--- src/hw/rtl/ip_address_literal_recognizer_unit_assert.svh ---
// ----------------------------------------------------------------------------
// IP address literal recognizer assertion macros
// Concurrent assertion wrappers, empty under synthesis.
// ----------------------------------------------------------------------------
`ifndef IP_ADDRESS_LITERAL_RECOGNIZER_UNIT_ASSERT_SVH
`define IP_ADDRESS_LITERAL_RECOGNIZER_UNIT_ASSERT_SVH

`ifndef SYNTHESIS
`define IPLR_ASSERT_SAME(lbl, clk_i, rst_ni, ante, cons) \
  lbl: assert property (@(posedge clk_i) disable iff (!(rst_ni)) (ante) |-> (cons)) \
    else $error("iplr assertion failed");
`define IPLR_ASSERT_NEXT(lbl, clk_i, rst_ni, ante, cons) \
  lbl: assert property (@(posedge clk_i) disable iff (!(rst_ni)) (ante) |=> (cons)) \
    else $error("iplr assertion failed");
`else
`define IPLR_ASSERT_SAME(lbl, clk_i, rst_ni, ante, cons)
`define IPLR_ASSERT_NEXT(lbl, clk_i, rst_ni, ante, cons)
`endif

`endif

--- src/hw/rtl/iplr_pkg.sv ---
// ----------------------------------------------------------------------------
// IP address literal recognizer package
// Shared types, character codes and limits.
// ----------------------------------------------------------------------------
`timescale 1ns / 1ps
`default_nettype none

package iplr_pkg;

  typedef enum logic [2:0] {
    PH_V4,
    PH_HEX,
    PH_COLON,
    PH_TAIL,
    PH_ACCEPT,
    PH_REJECT
  } iplr_phase_t;

  typedef struct packed {
    iplr_phase_t phase;
    logic [2:0]  groups;
    logic [2:0]  dec_len;
    logic [9:0]  dec_val;
    logic [2:0]  hex_len;
    logic        all_dec;
    logic [1:0]  colon_len;
    logic [3:0]  colon_tot;
    logic        dbl_colon;
  } iplr_state_t;

  typedef struct packed {
    logic [20:0] code_point;
    logic        char_present;
    logic        literal_kind;
    logic        first_char;
    logic        last_char;
  } iplr_item_t;

  typedef struct packed {
    logic       accepted;
    logic [7:0] consumed;
  } iplr_result_t;

  localparam logic [20:0] CH_DOT    = 21'h00002E;
  localparam logic [20:0] CH_COLON  = 21'h00003A;
  localparam logic [20:0] CH_ZERO   = 21'h000030;
  localparam logic [20:0] CH_NINE   = 21'h000039;
  localparam logic [20:0] CH_LO_A   = 21'h000061;
  localparam logic [20:0] CH_LO_F   = 21'h000066;
  localparam logic [20:0] CH_UP_A   = 21'h000041;
  localparam logic [20:0] CH_UP_F   = 21'h000046;

  localparam logic [2:0] GROUPS_NEEDED = 3'd4;
  localparam logic [2:0] DEC_RUN_MAX   = 3'd3;
  localparam logic [2:0] DEC_RUN_OVER  = 3'd4;
  localparam logic [2:0] HEX_RUN_MAX   = 3'd4;
  localparam logic [9:0] OCTET_MAX     = 10'd255;
  localparam logic [3:0] COLON_MIN     = 4'd2;
  localparam logic [3:0] COLON_LIM_DBL = 4'd6;
  localparam logic [3:0] COLON_LIM     = 4'd7;
  localparam logic [3:0] COLON_SAT     = 4'd15;
  localparam logic [1:0] COLON_RUN_MAX = 2'd2;

  function automatic iplr_state_t iplr_clear_state(iplr_phase_t ph);
    iplr_state_t s;
    s.phase     = ph;
    s.groups    = '0;
    s.dec_len   = '0;
    s.dec_val   = '0;
    s.hex_len   = '0;
    s.all_dec   = 1'b1;
    s.colon_len = '0;
    s.colon_tot = '0;
    s.dbl_colon = 1'b0;
    return s;
  endfunction

endpackage

`default_nettype wire

--- src/hw/rtl/iplr_step.sv ---
// ----------------------------------------------------------------------------
// IP address literal recognizer step logic
// Next parse state, character count and verdict for one item.
// ----------------------------------------------------------------------------
`timescale 1ns / 1ps
`default_nettype none

module iplr_step
  import iplr_pkg::*;
#(
  parameter int COUNT_BITS = 8
) (
  input  wire iplr_state_t                 state_i,
  input  wire logic [COUNT_BITS-1:0]       count_i,
  input  wire iplr_item_t                  item_i,
  output iplr_state_t                      state_o,
  output logic [COUNT_BITS-1:0]            count_o,
  output iplr_result_t                     result_o
);

  typedef struct packed {
    iplr_state_t st;
    logic        take;
  } step_t;

  function automatic logic is_dec(logic [20:0] c);
    return (c >= CH_ZERO) && (c <= CH_NINE);
  endfunction

  function automatic logic is_hex(logic [20:0] c);
    return is_dec(c) || ((c >= CH_LO_A) && (c <= CH_LO_F)) ||
           ((c >= CH_UP_A) && (c <= CH_UP_F));
  endfunction

  function automatic iplr_state_t v6_close(iplr_state_t s);
    iplr_state_t r;
    logic        ok;
    r = s;
    if (s.colon_tot < COLON_MIN) begin
      ok = 1'b0;
    end else if (s.dbl_colon) begin
      ok = s.colon_tot < COLON_LIM_DBL;
    end else begin
      ok = s.colon_tot < COLON_LIM;
    end
    r.phase = ok ? PH_ACCEPT : PH_REJECT;
    return r;
  endfunction

  function automatic iplr_state_t group_done(iplr_state_t s);
    iplr_state_t r;
    r = s;
    r.groups = s.groups + 3'd1;
    if (r.groups >= GROUPS_NEEDED) begin
      if (s.phase == PH_TAIL) begin
        r = v6_close(r);
      end else begin
        r.phase = PH_ACCEPT;
      end
    end
    return r;
  endfunction

  function automatic step_t v4_char(iplr_state_t s, logic [20:0] c);
    step_t       r;
    logic [13:0] v;
    r.st   = s;
    r.take = 1'b0;
    v = 14'(s.dec_val) * 14'd10 + 14'(c[3:0]);
    if (is_dec(c)) begin
      if (s.dec_len >= DEC_RUN_MAX) begin
        r.st.phase = PH_REJECT;
      end else if (v > 14'(OCTET_MAX)) begin
        r.st.phase = PH_REJECT;
      end else begin
        r.st.dec_val = v[9:0];
        r.st.dec_len = s.dec_len + 3'd1;
        r.take       = 1'b1;
      end
    end else if (s.dec_len == '0) begin
      r.st.phase = PH_REJECT;
    end else begin
      r.st = group_done(s);
      if (r.st.groups < GROUPS_NEEDED) begin
        if (c == CH_DOT) begin
          r.take       = 1'b1;
          r.st.dec_len = '0;
          r.st.dec_val = '0;
        end else begin
          r.st.phase = PH_REJECT;
        end
      end
    end
    return r;
  endfunction

  function automatic iplr_state_t v4_end(iplr_state_t s);
    iplr_state_t r;
    r = s;
    if (s.dec_len == '0) begin
      r.phase = PH_REJECT;
    end else begin
      r = group_done(s);
      if (r.groups < GROUPS_NEEDED) begin
        r.phase = PH_REJECT;
      end
    end
    return r;
  endfunction

  function automatic step_t hex_char(iplr_state_t s, logic [20:0] c);
    step_t       r;
    logic [13:0] v;
    r.st   = s;
    r.take = 1'b0;
    v = 14'(s.dec_val) * 14'd10 + 14'(c[3:0]);
    if (is_hex(c)) begin
      if (s.hex_len >= HEX_RUN_MAX) begin
        r.st.phase = PH_REJECT;
      end else begin
        r.st.hex_len = s.hex_len + 3'd1;
        r.take       = 1'b1;
        if (!is_dec(c)) begin
          r.st.all_dec = 1'b0;
        end else if (s.all_dec) begin
          if (s.dec_len < DEC_RUN_MAX) begin
            r.st.dec_val = v[9:0];
            r.st.dec_len = s.dec_len + 3'd1;
          end else begin
            r.st.dec_len = DEC_RUN_OVER;
          end
        end
      end
    end else if ((c == CH_DOT) && (s.hex_len != '0) && (s.colon_tot > COLON_MIN)) begin
      if (s.all_dec && (s.dec_len <= DEC_RUN_MAX) && (s.dec_val <= OCTET_MAX)) begin
        r.take       = 1'b1;
        r.st.phase   = PH_TAIL;
        r.st.groups  = 3'd1;
        r.st.dec_len = '0;
        r.st.dec_val = '0;
      end else begin
        r.st.phase = PH_REJECT;
      end
    end else if (c == CH_COLON) begin
      r.take         = 1'b1;
      r.st.phase     = PH_COLON;
      r.st.colon_len = 2'd1;
      if (s.colon_tot < COLON_SAT) begin
        r.st.colon_tot = s.colon_tot + 4'd1;
      end
    end else begin
      r.st = v6_close(s);
    end
    return r;
  endfunction

  function automatic step_t colon_char(iplr_state_t s, logic [20:0] c);
    step_t       r;
    iplr_state_t t;
    r.st   = s;
    r.take = 1'b0;
    t      = s;
    if (c == CH_COLON) begin
      if ((s.colon_len >= COLON_RUN_MAX) || s.dbl_colon) begin
        r.st.phase = PH_REJECT;
      end else begin
        r.take         = 1'b1;
        r.st.colon_len = COLON_RUN_MAX;
        r.st.dbl_colon = 1'b1;
        if (s.colon_tot < COLON_SAT) begin
          r.st.colon_tot = s.colon_tot + 4'd1;
        end
      end
    end else begin
      t.phase     = PH_HEX;
      t.colon_len = '0;
      t.hex_len   = '0;
      t.all_dec   = 1'b1;
      t.dec_len   = '0;
      t.dec_val   = '0;
      r = hex_char(t, c);
    end
    return r;
  endfunction

  iplr_state_t           st_base;
  step_t                 st_char;
  iplr_state_t           st_end;
  logic [COUNT_BITS-1:0] cnt_base;
  logic [COUNT_BITS-1:0] cnt_next;
  logic [15:0]           cnt_wide;

  always_comb begin
    if (item_i.first_char) begin
      st_base  = iplr_clear_state(item_i.literal_kind ? PH_HEX : PH_V4);
      cnt_base = '0;
    end else begin
      st_base  = state_i;
      cnt_base = count_i;
    end

    st_char.st   = st_base;
    st_char.take = 1'b0;
    if (item_i.char_present) begin
      case (st_base.phase)
        PH_V4:    st_char = v4_char(st_base, item_i.code_point);
        PH_TAIL:  st_char = v4_char(st_base, item_i.code_point);
        PH_HEX:   st_char = hex_char(st_base, item_i.code_point);
        PH_COLON: st_char = colon_char(st_base, item_i.code_point);
        default:  st_char.st = st_base;
      endcase
    end

    cnt_next = cnt_base;
    if (st_char.take && (cnt_base != {COUNT_BITS{1'b1}})) begin
      cnt_next = cnt_base + COUNT_BITS'(1);
    end
    cnt_wide = 16'(cnt_next);

    st_end = st_char.st;
    if (item_i.last_char) begin
      case (st_char.st.phase)
        PH_V4:    st_end = v4_end(st_char.st);
        PH_TAIL:  st_end = v4_end(st_char.st);
        PH_HEX:   st_end = v6_close(st_char.st);
        PH_COLON: st_end = v6_close(st_char.st);
        default:  st_end = st_char.st;
      endcase
    end

    result_o.accepted = 1'b0;
    result_o.consumed = '0;
    if (item_i.last_char) begin
      if (st_end.phase == PH_ACCEPT) begin
        result_o.accepted = 1'b1;
        result_o.consumed = (cnt_wide > 16'd255) ? 8'hFF : cnt_wide[7:0];
      end else begin
        st_end.phase = PH_REJECT;
      end
    end

    state_o = st_end;
    count_o = cnt_next;
  end

endmodule

`default_nettype wire

--- src/hw/rtl/ip_address_literal_recognizer_unit.sv ---
// A result is registered once its last item leaves the input register through the parse step.
// Throughput: one item per cycle through the parse step between the input register and the
// result register, except that a last item waits while an earlier result is not yet taken.
// Reset: synchronous, active low; clears both valid flags, the character count
// and the parse state to the IPv4 groups phase.
// ----------------------------------------------------------------------------
// IP address literal recognizer
// Streams literal text one character per item, gives accept and length.
// ----------------------------------------------------------------------------
`timescale 1ns / 1ps
`default_nettype none

`include "ip_address_literal_recognizer_unit_assert.svh"

module ip_address_literal_recognizer_unit
  import iplr_pkg::*;
#(
  parameter int COUNT_BITS = 8
) (
  input  wire logic        clk,
  input  wire logic        rst_n,
  input  wire logic        in_tvalid,
  output logic             in_tready,
  input  wire logic [23:0] in_tdata,   // [20:0] code_point
  input  wire logic [2:0]  in_tuser,   // [0] char_present, [1] literal_kind, [2] first_char
  input  wire logic        in_tlast,   // last_char
  output logic             out_tvalid,
  input  wire logic        out_tready,
  output logic [7:0]       out_tdata,  // [7:0] consumed
  output logic [0:0]       out_tuser   // [0] accepted
);

  logic                  s1_valid_r;
  iplr_item_t            s1_item_r;
  iplr_state_t           state_r;
  logic [COUNT_BITS-1:0] count_r;
  logic                  out_valid_r;
  iplr_result_t          out_res_r;

  iplr_state_t           state_nxt;
  logic [COUNT_BITS-1:0] count_nxt;
  iplr_result_t          res_nxt;
  logic                  advance;
  logic                  in_fire;

  assign advance   = s1_valid_r && (!s1_item_r.last_char || !out_valid_r || out_tready);
  assign in_tready = !s1_valid_r || advance;
  assign in_fire   = in_tvalid && in_tready;

  iplr_step #(
    .COUNT_BITS (COUNT_BITS)
  ) u_step (
    .state_i  (state_r),
    .count_i  (count_r),
    .item_i   (s1_item_r),
    .state_o  (state_nxt),
    .count_o  (count_nxt),
    .result_o (res_nxt)
  );

  always_ff @(posedge clk) begin
    if (!rst_n) begin
      s1_valid_r  <= 1'b0;
      out_valid_r <= 1'b0;
      state_r     <= iplr_clear_state(PH_V4);
      count_r     <= '0;
    end else begin
      if (in_fire) begin
        s1_valid_r <= 1'b1;
      end else if (advance) begin
        s1_valid_r <= 1'b0;
      end
      if (advance) begin
        state_r <= state_nxt;
        count_r <= count_nxt;
      end
      if (advance && s1_item_r.last_char) begin
        out_valid_r <= 1'b1;
      end else if (out_tready) begin
        out_valid_r <= 1'b0;
      end
    end
  end

  always_ff @(posedge clk) begin
    if (in_fire) begin
      s1_item_r.code_point   <= in_tdata[20:0];
      s1_item_r.char_present <= in_tuser[0];
      s1_item_r.literal_kind <= in_tuser[1];
      s1_item_r.first_char   <= in_tuser[2];
      s1_item_r.last_char    <= in_tlast;
    end
    if (advance && s1_item_r.last_char) begin
      out_res_r <= res_nxt;
    end
  end

  assign out_tvalid   = out_valid_r;
  assign out_tdata    = out_res_r.consumed;
  assign out_tuser[0] = out_res_r.accepted;

  `IPLR_ASSERT_SAME(a_reject_zero_len, clk, rst_n,
    out_valid_r && !out_res_r.accepted, out_res_r.consumed == 8'd0)
  `IPLR_ASSERT_NEXT(a_verdict_final, clk, rst_n, advance && s1_item_r.last_char,
    (state_r.phase == PH_ACCEPT) || (state_r.phase == PH_REJECT))
  `IPLR_ASSERT_NEXT(a_no_spurious_out, clk, rst_n,
    advance && !s1_item_r.last_char && !out_valid_r, !out_valid_r)
  `IPLR_ASSERT_NEXT(a_count_monotonic, clk, rst_n,
    advance && !s1_item_r.first_char, count_r >= $past(count_r))

endmodule

`default_nettype wire
--- config.mk ---
export PLATFORM = sky130hd
export DESIGN_NAME = ip_address_literal_recognizer_unit
export DESIGN_NICKNAME = d
export VERILOG_FILES = /design/src/hw/rtl/iplr_pkg.sv /design/src/hw/rtl/iplr_step.sv /design/src/hw/rtl/ip_address_literal_recognizer_unit.sv
export VERILOG_INCLUDE_DIRS = /design/src /design/src/hw/rtl
export SDC_FILE = /design/constraint.sdc
export NUM_CORES = 1
export LEC_CHECK = 0
export BUFFER_PORTS_ARGS = -buffer_cell sky130_fd_sc_hd__buf_2
export CAP_MARGIN = 5
export CORE_MARGIN = 8
export CORE_UTILIZATION = 61
export CTS_CLUSTER_SIZE = 30
export DETAILED_ROUTE_END_ITERATION = 16
export GPL_ROUTABILITY_DRIVEN = 0
export GPL_TIMING_DRIVEN = 0
export PLACE_DENSITY_LB_ADDON = 0.15
export SYNTH_ARGS = -nofsm -noshare
export SYNTH_HDL_FRONTEND = slang
export SYNTH_SLANG_ARGS = --single-unit
--- constraint.sdc ---
create_clock -name clk -period 7.4 [get_ports clk]
set_input_delay 0 -clock clk [delete_from_list [all_inputs] [get_ports clk]]
set_output_delay 0 -clock clk [all_outputs]
set_load 0.03 [all_outputs]
; After elaboration in Yosys (flattened, before gate mapping)
; Index checks and enable logic that the tools add are counted.
; W data, S select, Z words.
[op_classes]
addsub = 7
multipliers = 1
magnitude_cmp = 27
n_eq_ne = 10
n_mux = 151
n_reduce_logical = 28
[op_table]
columns = cell, n
row1 = $mux W30, 20
row2 = $pmux W30 S4, 2
row3 = $mux W13, 10
row4 = $mux W3, 28
row5 = $mux W1, 65
row6 = $mux W28, 2
row7 = $mux W27, 2
row8 = $eq A21 B6 Y1 const B, 2
row9 = $ge A21 B7 Y1 const B, 2
row10 = $le A21 B7 Y1 const B, 2
row11 = $mux W17, 2
row12 = $mux W11, 3
row13 = $mux W8, 4
row14 = $mux W31, 1
row15 = $ge A21 B6 Y1 const B, 1
row16 = $le A21 B6 Y1 const B, 1
row17 = $mux W20, 1
row18 = $mux W19, 1
row19 = $lt A4 B3 Y1 const B, 4
row20 = $mux W16, 1
row21 = $mux W15, 1
row22 = $add A14 B4 Y14, 1
row23 = $gt A14 B8 Y1 const B, 1
row24 = $mux W7, 2
row25 = other kinds (30), 65
[totals]
ff_bits = 74
in_bits = 32
output_inout_bits = 11
elab_cells = 243

; Longest topological paths before layout
; Gate-level depths: netlist of the first run.
[logic_depth]
depth_word = 46
ltp_mapped = 22
mapped_depth_nobuf = 15

; By module
; A second synthesis of the first run with hierarchy kept.
[hier_totals]
cells_unflattened = 694
area_unflattened_um2 = 5818.1
[by_module_without_submodules]
columns = module, n_inst, cells_per_inst, area_each_um2, seq_area_each_um2
row1 = iplr_step, 1, 484, 3179.3, 0.0
row2 = ip_address_literal_recognizer_unit, 1, 210, 2638.8, 1821.7

; Worst setup path after synthesis of the first run
; Ideal clock, no wire load.
[synth_timing]
kind = register to register
start = register s1_item_r[1] (netlist name)
end = register out_res_r (netlist bit out_tdata[3]) (data pin)
arrival_time_ns = 5.110
t_required_ns = 7.123
setup_slack_ns = 2.012
stages_incl_launch_ff = 21
n_path_buf = 7
synth_period_minus_slack_ns = 5.388
cell_sequence = edfxtp_1 > clkbuf_1 > clkbuf_1 > buf_1 > clkbuf_1 > clkbuf_1 > buf_1 > nor2b_1 > ha_1 > ha_1 > and3_1 > nor4bb_1 > or4_1 > mux2i_1 > and2_1 > clkbuf_1 > a21oi_4 > a211oi_2 > a31oi_1 > o32ai_4 > nor4_1
[synth_between]
elab_chain_len = 35
elab_cells_between_ends = 181
cone_classes = add/sub (6) / mul (1) / order compare (21) / eq/ne (8) / mux (133) / reduce/logical (12)
[synth_rtl]
columns = item, line
row1 = start: declaration, ip_address_literal_recognizer_unit.sv:34  ; iplr_item_t s1_item_r;
row2 = branches (longest 35 deep; another with $add A14 B4 Y14), -
row3 = end signal: assignment, ip_address_literal_recognizer_unit.sv:94  ; out_res_r <= res_nxt;
row4 = end: declaration, ip_address_literal_recognizer_unit.sv:38  ; iplr_result_t out_res_r;
; Several ways; the timed one is not identified. The select of a mux whose other input is x is not followed.
; A chain may end at the register's enable or synchronous reset.

; Worst setup path in the final report of the first run
; Same ends and word-level chain as after synthesis.

==> results of run 1 <==
-- routing by layer --
layer	wire [um]	global-route usage [%]	vias to the layer above
li1	-	-	2727
met1	7040	35.7	2787
met2	8380	46.0	435
met3	2040	7.14	116
met4	1030	17.1	0
met5	0	0	-
-- cell usage in the layout (no fill, tap or decap), types with 6 or more instances in the layout --
cell type	n
nor2b_1	36
ha_1	22
clkbuf_1	31
buf_2	41
edfxtp_1	34
dlygate4sd3_1	26
nor2_1	49
xor2_1	10
nor4_1	9
nor3_1	21
and3_1	12
dfxtp_1	39
and2_1	8
a21oi_1	38
clkbuf_8	9
o211ai_1	8
or4_1	6
nand2_1	64
a31oi_1	17
a21boi_0	11
inv_1	15
nand4_1	13
o31ai_1	8
nand3_1	19
a22oi_1	7
o21ai_0	46
xnor2_1	17
nand2b_1	12
nor3b_1	6
-- repair_timing --
action / CTS / global route
endpoints found under the hold margin: 26 / 0
resized for setup: 0 / 1
endpoints found under the setup margin: 0 / 17
hold buffers: 26 / 0
-- cells by family (layout without fill, tap and decap cells) --
family / after synthesis / after routing / share of synthesized area (%)
AO/OA/AOI/OAI: 208 / 208 / 25.8
XOR/XNOR: 28 / 28 / 4.45
AND/OR/NAND/NOR: 288 / 288 / 28.4
adder cells (fa/ha/maj): 23 / 23 / 5.20
flip-flops: 73 / 73 / 31.7
multiplexers: 5 / 5 / 0.881
buffers and inverters: 53 / 132 / 3.57
-- worst max-delay path, delay by kind of cell, from the launching register on --
| kind | cells | cell delay, ns |
|---|---|---|
| adder cells (fa/ha/maj) | 2 | 0.68 |
| AO/OA/AOI/OAI | 6 | 2.26 |
| buffers and inverters | 5 | 2.26 |
| AND/OR/NAND/NOR | 5 | 1.05 |
| flip-flops | 1 | 0.44 |
-- path summary, 6_finish.rpt --
kind / to / slack (ns) / cells past startpoint
setup / recovery: out_tdata[3]$_SDFFCE_PN0P_ / 0.41 / 18
hold / removal: s1_valid_r$_SDFFE_PN0P_ / 0.01 / 4
setup reg to reg: out_tdata[3]$_SDFFCE_PN0P_ / 0.41 / 18
hold reg to reg: state_r[11]$_SDFFE_PN0P_ / 0.51 / 2
-- final cells by class --
| cell class | count | area, sq um |
|---|---|---|
| multi-input combinational | 552 | 3690 |
| fill | 708 | 2650 |
| sequential | 73 | 1800 |
| timing repair buffer | 64 | 450 |
| buffer | 36 | 140 |
| tap | 111 | 139 |
| clock buffer | 9 | 124 |
| clock inverter | 7 | 103 |
| inverter | 16 | 60.1 |
-- power groups by stage --
| stage | combinational [W] | clock [W] | sequential, W |
|---|---|---|---|
| 2_1_floorplan | 0.000103 | 0 | 0.000455 |
| 3_3_place_gp | 0.000144 | 0 | 0.000456 |
| 3_5_place_dp | 0.000149 | 0 | 0.000457 |
| 4_1_cts | 0.000161 | 0.000379 | 0.000448 |
| 5_1_grt | 0.000179 | 0.000395 | 0.000449 |
| 6_report | 0.000168 | 0.000382 | 0.000448 |
-- flip-flops by register name, indices dropped and copies added, names as in the netlist --
| register | flops |
|---|---|
| out_tvalid | 1 |
| s1_item_r | 25 |
| count_r | 8 |
| s1_valid_r | 1 |
| out_tdata | 8 |
| out_tuser | 1 |
| state_r | 29 |
-- stage by stage --
stage / instances / worst slack, ns / hold WS, ns / area, sq um / util (%)
after floorplan: 678 / 2.01 / 0.0989 / 5680 / -
after global placement: 827 / 0.467 / 0.176 / 6010 / 65.6
after detailed placement: 827 / 0.248 / 0.178 / 6020 / 65.8
after CTS: 869 / 0.220 / 0.0165 / 6510 / 71.1
after global routing: 868 / 0.0982 / 0.0307 / 6510 / 71.1
final: 868 / 0.407 / 0.0128 / 6510 / 71.1
==> flow_metrics.tcl, run 1 <==
set metrics [dict create \
    wl_per_cell_um 21.3 \
    fin_crit_sh_pct 94.5 \
    crit_path_start "s1_item_r[1]$_DFFE_PP_" \
    min_period_ns 6.99 \
    p_seq_share_pct 44.9 \
    syn-num-nets 733 \
    worst_pin_slew_ns 1.12 \
    hold_violations 0 \
    sw_frac_of_total_pct 30.9 \
    post_cts_buffers 0 \
    die_y_um 112 \
    status "completed" \
    path_cells "clkbuf_1, clkbuf_1, clkbuf_2, clkbuf_1, buf_1, nor2b_1, ha_1, ha_1, a21oi_1, nand2b_1, a2111oi_0, nand4_2, nor4_4, a21oi_4, a211oi_2, a31oi_1, o32ai_4, nor4_1" \
    fin_setup_tns_ns 0 \
    cap_violations 0 \
    synth_top_area_cell "edfxtp_1" \
    async_reset_ff_share_pct 0 \
    start_kind "register" \
    synth_common_cells "nand2_1 (64), nor2_1 (49), o21ai_0 (46), dfxtp_1 (39), a21oi_1 (38)" \
    syn_avg_cell_area_sq_um 8.38 \
    p_clk_share_pct 38.2 \
    syn_area_sq_um 5680 \
    synth_top_area_share_pct 18.0 \
    worstPathRequired_ns 7.51 \
    clkTransAtPathRegs_ns 0.10 \
    synth_enable_flop_cells 34 \
    cts_tree "done" \
    route.detailed.drc 0 \
    synth_cell_types 85 \
    drt_iter0_markers 1063 \
    htreeDepth 3 \
    ir_worst_vdd_uv 112 \
    syn_inst 678 \
    cts.sinks 73 \
    synthFlopType "dfxtp_1" \
    max_stage_delay_ns 0.59 \
    synth_most_common_cell "nand2_1" \
    cp_max_fo 19 \
    power.density_nw_per_um2 153 \
    final_nets 807 \
    grt_overflow 0 \
    clock.fmax_ghz 0.143 \
    reg2reg_from "s1_item_r[1]$_DFFE_PP_" \
    numCtsBuffers 9 \
    cp_slowest_cell "a211oi_2" \
    yosys-top-cells-area "edfxtp_1 (18%), dfxtp_1 (14%), ha_1 (4.8%)" \
    ant_nets 0 \
    wl_um 18500 \
    design.die.area_sq_um 12700 \
    io_pins 43 \
    clkLatencyLatePin_ns 0.37 \
    slew_violations 0 \
    critPathMostFrequentCell "clkbuf_1" \
    area_growth_pct 14.6 \
    vias 6065 \
    diodes 0 \
    antenna_found_initial 0 \
    min_from "out_tready" \
    p_int_w 0.000690 \
    row_count 35 \
    relSlewSlack_pct 24.9 \
    cts-root-buf "clkbuf_8" \
    fin_skew_ns 0.0162 \
    core_area_sq_um 9150 \
    power.total_w 0.000999 \
    crit_arrival_ns 7.10 \
    cts_buffer_depth 2 \
    viasPerCell 6.99 \
    crit_path_end_kind "register" \
    die_x_um 112 \
    layout-drive-gt1-share_pct 11.2 \
    start_util_pct 62.1 \
    grt_pass1_wl_um 29700 \
    dr.pass1.iters 7 \
    p_leak_nw 2.40 \
    crit_type "reg2reg" \
    p_sw_w 0.000309 \
    power.share.combinational_pct 16.8 \
    rsz0062_at_grt "no" \
    grt_use_total_pct 29.2 \
    grt_max_degree 26 \
    seq_area_frac_synth_pct 31.7 \
    yosysWarnings 0 \
    finalSetupViolCount 0 \
    hp-class "in2reg" \
    port_buffers 38 \
    first_global_vias 5840 \
    dp_hpwl_um 13000 \
    ys_seq_elements 73 \
]
Power figures use the tool's default switching activity.
==> run 2, diff against run 1 <==
--- a/config.mk
+++ b/config.mk
@@ -15,6 +15,8 @@
 export GPL_ROUTABILITY_DRIVEN = 0
 export GPL_TIMING_DRIVEN = 0
 export PLACE_DENSITY_LB_ADDON = 0.15
+export REMOVE_ABC_BUFFERS = 1
 export SYNTH_ARGS = -nofsm -noshare
 export SYNTH_HDL_FRONTEND = slang
 export SYNTH_SLANG_ARGS = --single-unit
+export TNS_END_PERCENT = 30
==> flow_metrics.tcl, run 2 (synthesis results as in run 1) <==
set metrics [dict create \
    hold_depth 2 \
    numCtsBuffers 9 \
    design.die.area_sq_um 12700 \
    dpl_cell_area_sq_um 5940 \
    largest_register "state_r" \
    final_common_cell "nand2_1" \
    grt_use_total_pct 25.1 \
    ant_nets 0 \
    crit_path_start "s1_item_r[1]$_DFFE_PP_" \
    layout-drive-gt1-share_pct 11.7 \
    clock.fmax_ghz 0.169 \
    layout_common_cells "nand2_1 (64), nor2_1 (49), o21ai_0 (46), dfxtp_1 (39), buf_2 (39)" \
    clkTransAtPathRegs_ns 0.09 \
    crit_arrival_ns 6.24 \
    antenna_found_initial 0 \
    grt_max_degree 45 \
    reg2reg_from "s1_item_r[1]$_DFFE_PP_" \
    first_global_vias 5310 \
    cts-root-buf "clkbuf_8" \
    hold_ws_ns 0.225 \
    htreeDepth 3 \
    start_util_pct 62.1 \
    clkLatencyLatePin_ns 0.37 \
    cp_max_fo 29 \
    die_y_um 112 \
    hold_violations 0 \
    min_to "state_r[7]$_SDFFE_PN1P_" \
    dr.max_layer_used "met4" \
    power.total_w 0.000959 \
    rsz0062_at_grt "no" \
    cts_tree "done" \
    crit_type "reg2reg" \
    cts_buffer_depth 2 \
    fin_crit_sh_pct 80.1 \
    fill_cells 739 \
    die_x_um 112 \
    diodes 0 \
    viasPerCell 6.80 \
    wl_per_cell_um 18.9 \
    dp_hpwl_um 11000 \
    drt_iter0_markers 684 \
    wl_met1_um 6390 \
    cap_violations 0 \
    wl_met2_um 7300 \
    final_nets 777 \
    route.detailed.drc 0 \
    finalSetupViolCount 0 \
    worst_pin_slew_ns 1.23 \
    slew_violations 0 \
    fin_skew_ns 0.0161 \
    relSlewSlack_pct 17.6 \
    row_count 35 \
    crit_path_end_kind "register" \
    area_growth_pct 13.5 \
    post_cts_buffers 0 \
    r2r_setup_slack_ns 1.47 \
    grt_pass1_wl_um 26100 \
    io_pins 43 \
    p_leak_nw 2.38 \
    largest_reg_flops 29 \
    dr.pass1.iters 9 \
    min_from "rst_n" \
    design_area_sq_um 6440 \
    power.density_nw_per_um2 149 \
    start_kind "register" \
    vias 5697 \
    wl_met3_um 1500 \
    reg_top3 "state_r x29, s1_item_r x25" \
    ir_worst_vdd_uv 125 \
    wl_um 15800 \
    status "completed" \
    worstPathRequired_ns 7.71 \
    min_period_ns 5.93 \
    port_buffers 39 \
    grt_overflow 0 \
    fin_util_pct 70.4 \
    r2r_end "count_r[3]$_SDFFE_PN0P_" \
    cts.sinks 73 \
    core_area_sq_um 9150 \
    hp-class "in2reg" \
    r2r_cells 15 \
]
## run 2: how the worst max path moves through the flow
stage          cells after the start                    endpoint  slack [ns]
4_1_cts                           15     count_r[3]$_SDFFE_PN0P_        1.54
5_1_grt                           15     count_r[3]$_SDFFE_PN0P_        1.01
3_5_place_dp                      16     count_r[3]$_SDFFE_PN0P_        1.58
2_1_floorplan                     14     count_r[3]$_SDFFE_PN0P_        1.72
6_report                          15     count_r[3]$_SDFFE_PN0P_        1.47
3_3_place_gp                      15  out_tdata[3]$_SDFFCE_PN0P_       -0.13
## run 2: per-layer routing
layer	track usage, %	vias to the layer above
met5	0	-
li1	-	2654
met4	12.8	0
met3	5.37	72
met1	31.6	2636
met2	39.9	335
## run 2: layout make-up
| cell class | instances | area, sq um | area share (%) |
|---|---|---|---|
| clock buffers | 10 | 149 | 2.31 |
| multi-input cells | 552 | 3680 | 57.1 |
| repair buffers | 70 | 542 | 8.41 |
| inverters | 16 | 60.1 | 0.932 |
| clock inverters | 6 | 72.6 | 1.13 |
| well taps | 111 | 139 | 2.15 |
| flip-flops and latches | 73 | 1800 | 28.0 |
## run 2: worst max-delay path, stage by stage (launching register included)
cell and delay (ns):
edfxtp_1 0.88, buf_16 0.25, clkinv_1 0.56, nand2_1 0.34, inv_1 0.11, ha_1 0.29
ha_1 0.35, nand2b_1 0.17, a2111oi_0 0.57, nand4_2 0.21, nor4_4 0.49, a21oi_4 0.22
nor3_4 0.57, nand4_1 0.24, or4_1 0.45, a21boi_1 0.15
## run 2: stage by stage
stage	TNS, ns	std cells	setup WS, ns
floorplan	0	641	1.72
global placement	-0.913	791	-0.134
detailed placement	0	794	1.58
CTS	0	838	1.54
global route	0	838	1.01
finish	0	838	1.47
## run 2: where the power goes
| group | internal (W) | switching [W] |
|---|---|---|
| clock network | 0.000180 | 0.000173 |
| registers | 0.000436 | 0.0000170 |
| logic | 0.0000596 | 0.0000929 |
## run 2: repair_timing
item	CTS	global route
gates resized for setup	0	0
endpoints found under the hold margin	27	0
hold buffers	28	0
==> run 3, diff against run 2 <==
==> constraint.sdc (replaced) <==
create_clock -name clk -period 6.04 [get_ports clk]
set_input_delay 0 -clock clk [delete_from_list [all_inputs] [get_ports clk]]
set_output_delay 0 -clock clk [all_outputs]
set_load 0.03 [all_outputs]
==> flow_metrics.tcl, run 3 (synthesis results as in run 1) <==
set metrics [dict create \
    clkLatencyLatePin_ns 0.37 \
    cts.sinks 73 \
    largest_register "state_r" \
    core_area_sq_um 9150 \
    fin_crit_sh_pct 91.0 \
    port_buffers 39 \
    dp_hpwl_um 11000 \
    placed_cells 794 \
    final_nets 778 \
    first_global_vias 5310 \
    layout_common_cells "nand2_1 (64), nor2_1 (49), o21ai_0 (46), dfxtp_1 (39), buf_2 (39)" \
    cts-root-buf "clkbuf_8" \
    grt-busiest-layer "met2" \
    ir_worst_vdd_uv 154 \
    diodes 0 \
    htreeDepth 3 \
    layout-drive-gt1-share_pct 12.0 \
    multi_input_area_sq_um 3680 \
    reg_top3 "state_r x29, s1_item_r x25" \
    hp-class "in2reg" \
    slew_violations 0 \
    fin_util_pct 70.5 \
    clkTransAtPathRegs_ns 0.09 \
    vias 5673 \
    final-instance-count-excl-fill 839 \
    largest_reg_flops 29 \
    cts_buffer_depth 2 \
    preCtsSetupSlack_ns 0.224 \
    wl_um 16000 \
    rsz0062_at_grt "no" \
    worst_pin_slew_ns 1.26 \
    die_y_um 112 \
    crit_path_end_kind "register" \
    drt_iter0_markers 765 \
    viasPerCell 6.76 \
    start_kind "register" \
    fill_cells 737 \
    finalSetupViolCount 0 \
    grt_use_total_pct 25.1 \
    crit_arrival_ns 5.81 \
    design.die.area_sq_um 12700 \
    layout_setup_ws_ns 0.543 \
    ant_nets 0 \
    grt_use_met1_pct 31.6 \
    p_leak_nw 2.39 \
    power.total_w 0.00118 \
    use_met3_pct 5.37 \
    grt_max_degree 45 \
    fin_skew_ns 0.0161 \
    cap_violations 0 \
    grt_overflow 0 \
    relSlewSlack_pct 15.8 \
    power.density_nw_per_um2 182 \
    route.detailed.drc 0 \
    row_count 35 \
    status "completed" \
    die_x_um 112 \
    worstPathRequired_ns 6.35 \
    final_common_cell "nand2_1" \
    clock.fmax_ghz 0.182 \
    area_growth_pct 13.7 \
    dr.pass1.iters 8 \
    min_period_ns 5.50 \
    cts_tree "done" \
    crit_type "reg2reg" \
    io_pins 43 \
    use_met2_pct 39.9 \
    seq_area_sq_um 1800 \
    antenna_found_initial 0 \
    grt_pass1_wl_um 26100 \
    wl_per_cell_um 19.0 \
    hold_violations 0 \
    cp_max_fo 29 \
    hold_ws_ns 0.231 \
    start_util_pct 62.1 \
    numCtsBuffers 9 \
]
-- run 3: metrics by stage --
step	instance area (sq um)	TNS (ns)
3_3_place_gp	5870	-40.19
6_report	6460	0
4_1_cts	6440	0
3_5_place_dp	5940	0
2_1_floorplan	5540	0
5_1_grt	6460	0
-- run 3: timing repair --
action	4_1_cts	5_1_grt
gates resized for setup	0	1
endpoints found under the hold margin	27	0
endpoints found under the setup margin	0	19
buffers inserted	0	1
hold buffers	28	0
-- run 3: final timing paths --
kind / startpoint / endpoint / slack, ns / depth (start not counted)
worst max-delay path: s1_item_r[1]$_DFFE_PP_ / count_r[3]$_SDFFE_PN0P_ / 0.54 / 15
worst min-delay path: rst_n / state_r[7]$_SDFFE_PN1P_ / 0.23 / 2
worst max register to register: s1_item_r[1]$_DFFE_PP_ / count_r[3]$_SDFFE_PN0P_ / 0.54 / 15
worst min register to register: state_r[11]$_SDFFE_PN0P_ / state_r[11]$_SDFFE_PN0P_ / 0.49 / 2
-- run 3: where the power goes --
group | switching (W) | leakage, nW | internal, W
Sequential | 0.0000204 | 0.655 | 0.000535
Clock | 0.000212 | 0.114 | 0.000221
Combinational | 0.000115 | 1.62 | 0.0000734
-- run 3: layer usage --
layer  share of wire (%)  up-vias
met1                  41     2607
met5                   0        -
met4                 4.3        0
li1                    -     2658
met3                 9.4       80
met2                  46      328
-- run 3: critical path, cell delays in order (launching register included) --
cell and delay [ns]:
edfxtp_1 0.73, buf_16 0.24, clkinvlp_4 0.37, nand2_1 0.26
inv_1 0.10, ha_1 0.28, ha_1 0.35, nand2b_1 0.17
a2111oi_0 0.58, nand4_2 0.21, nor4_4 0.50, a21oi_4 0.22
nor3_4 0.57, nand4_1 0.24, or4_1 0.45, a21boi_1 0.15
-- run 3: area by class of cell --
type | count | area share [%]
Clock inverter | 6 | 1.12
Tap cell | 111 | 2.15
Clock buffer | 10 | 2.31
Multi-Input combinational cell | 552 | 57.0
Sequential cell | 73 | 27.9
Inverter | 16 | 0.988
Timing Repair Buffer | 71 | 8.51
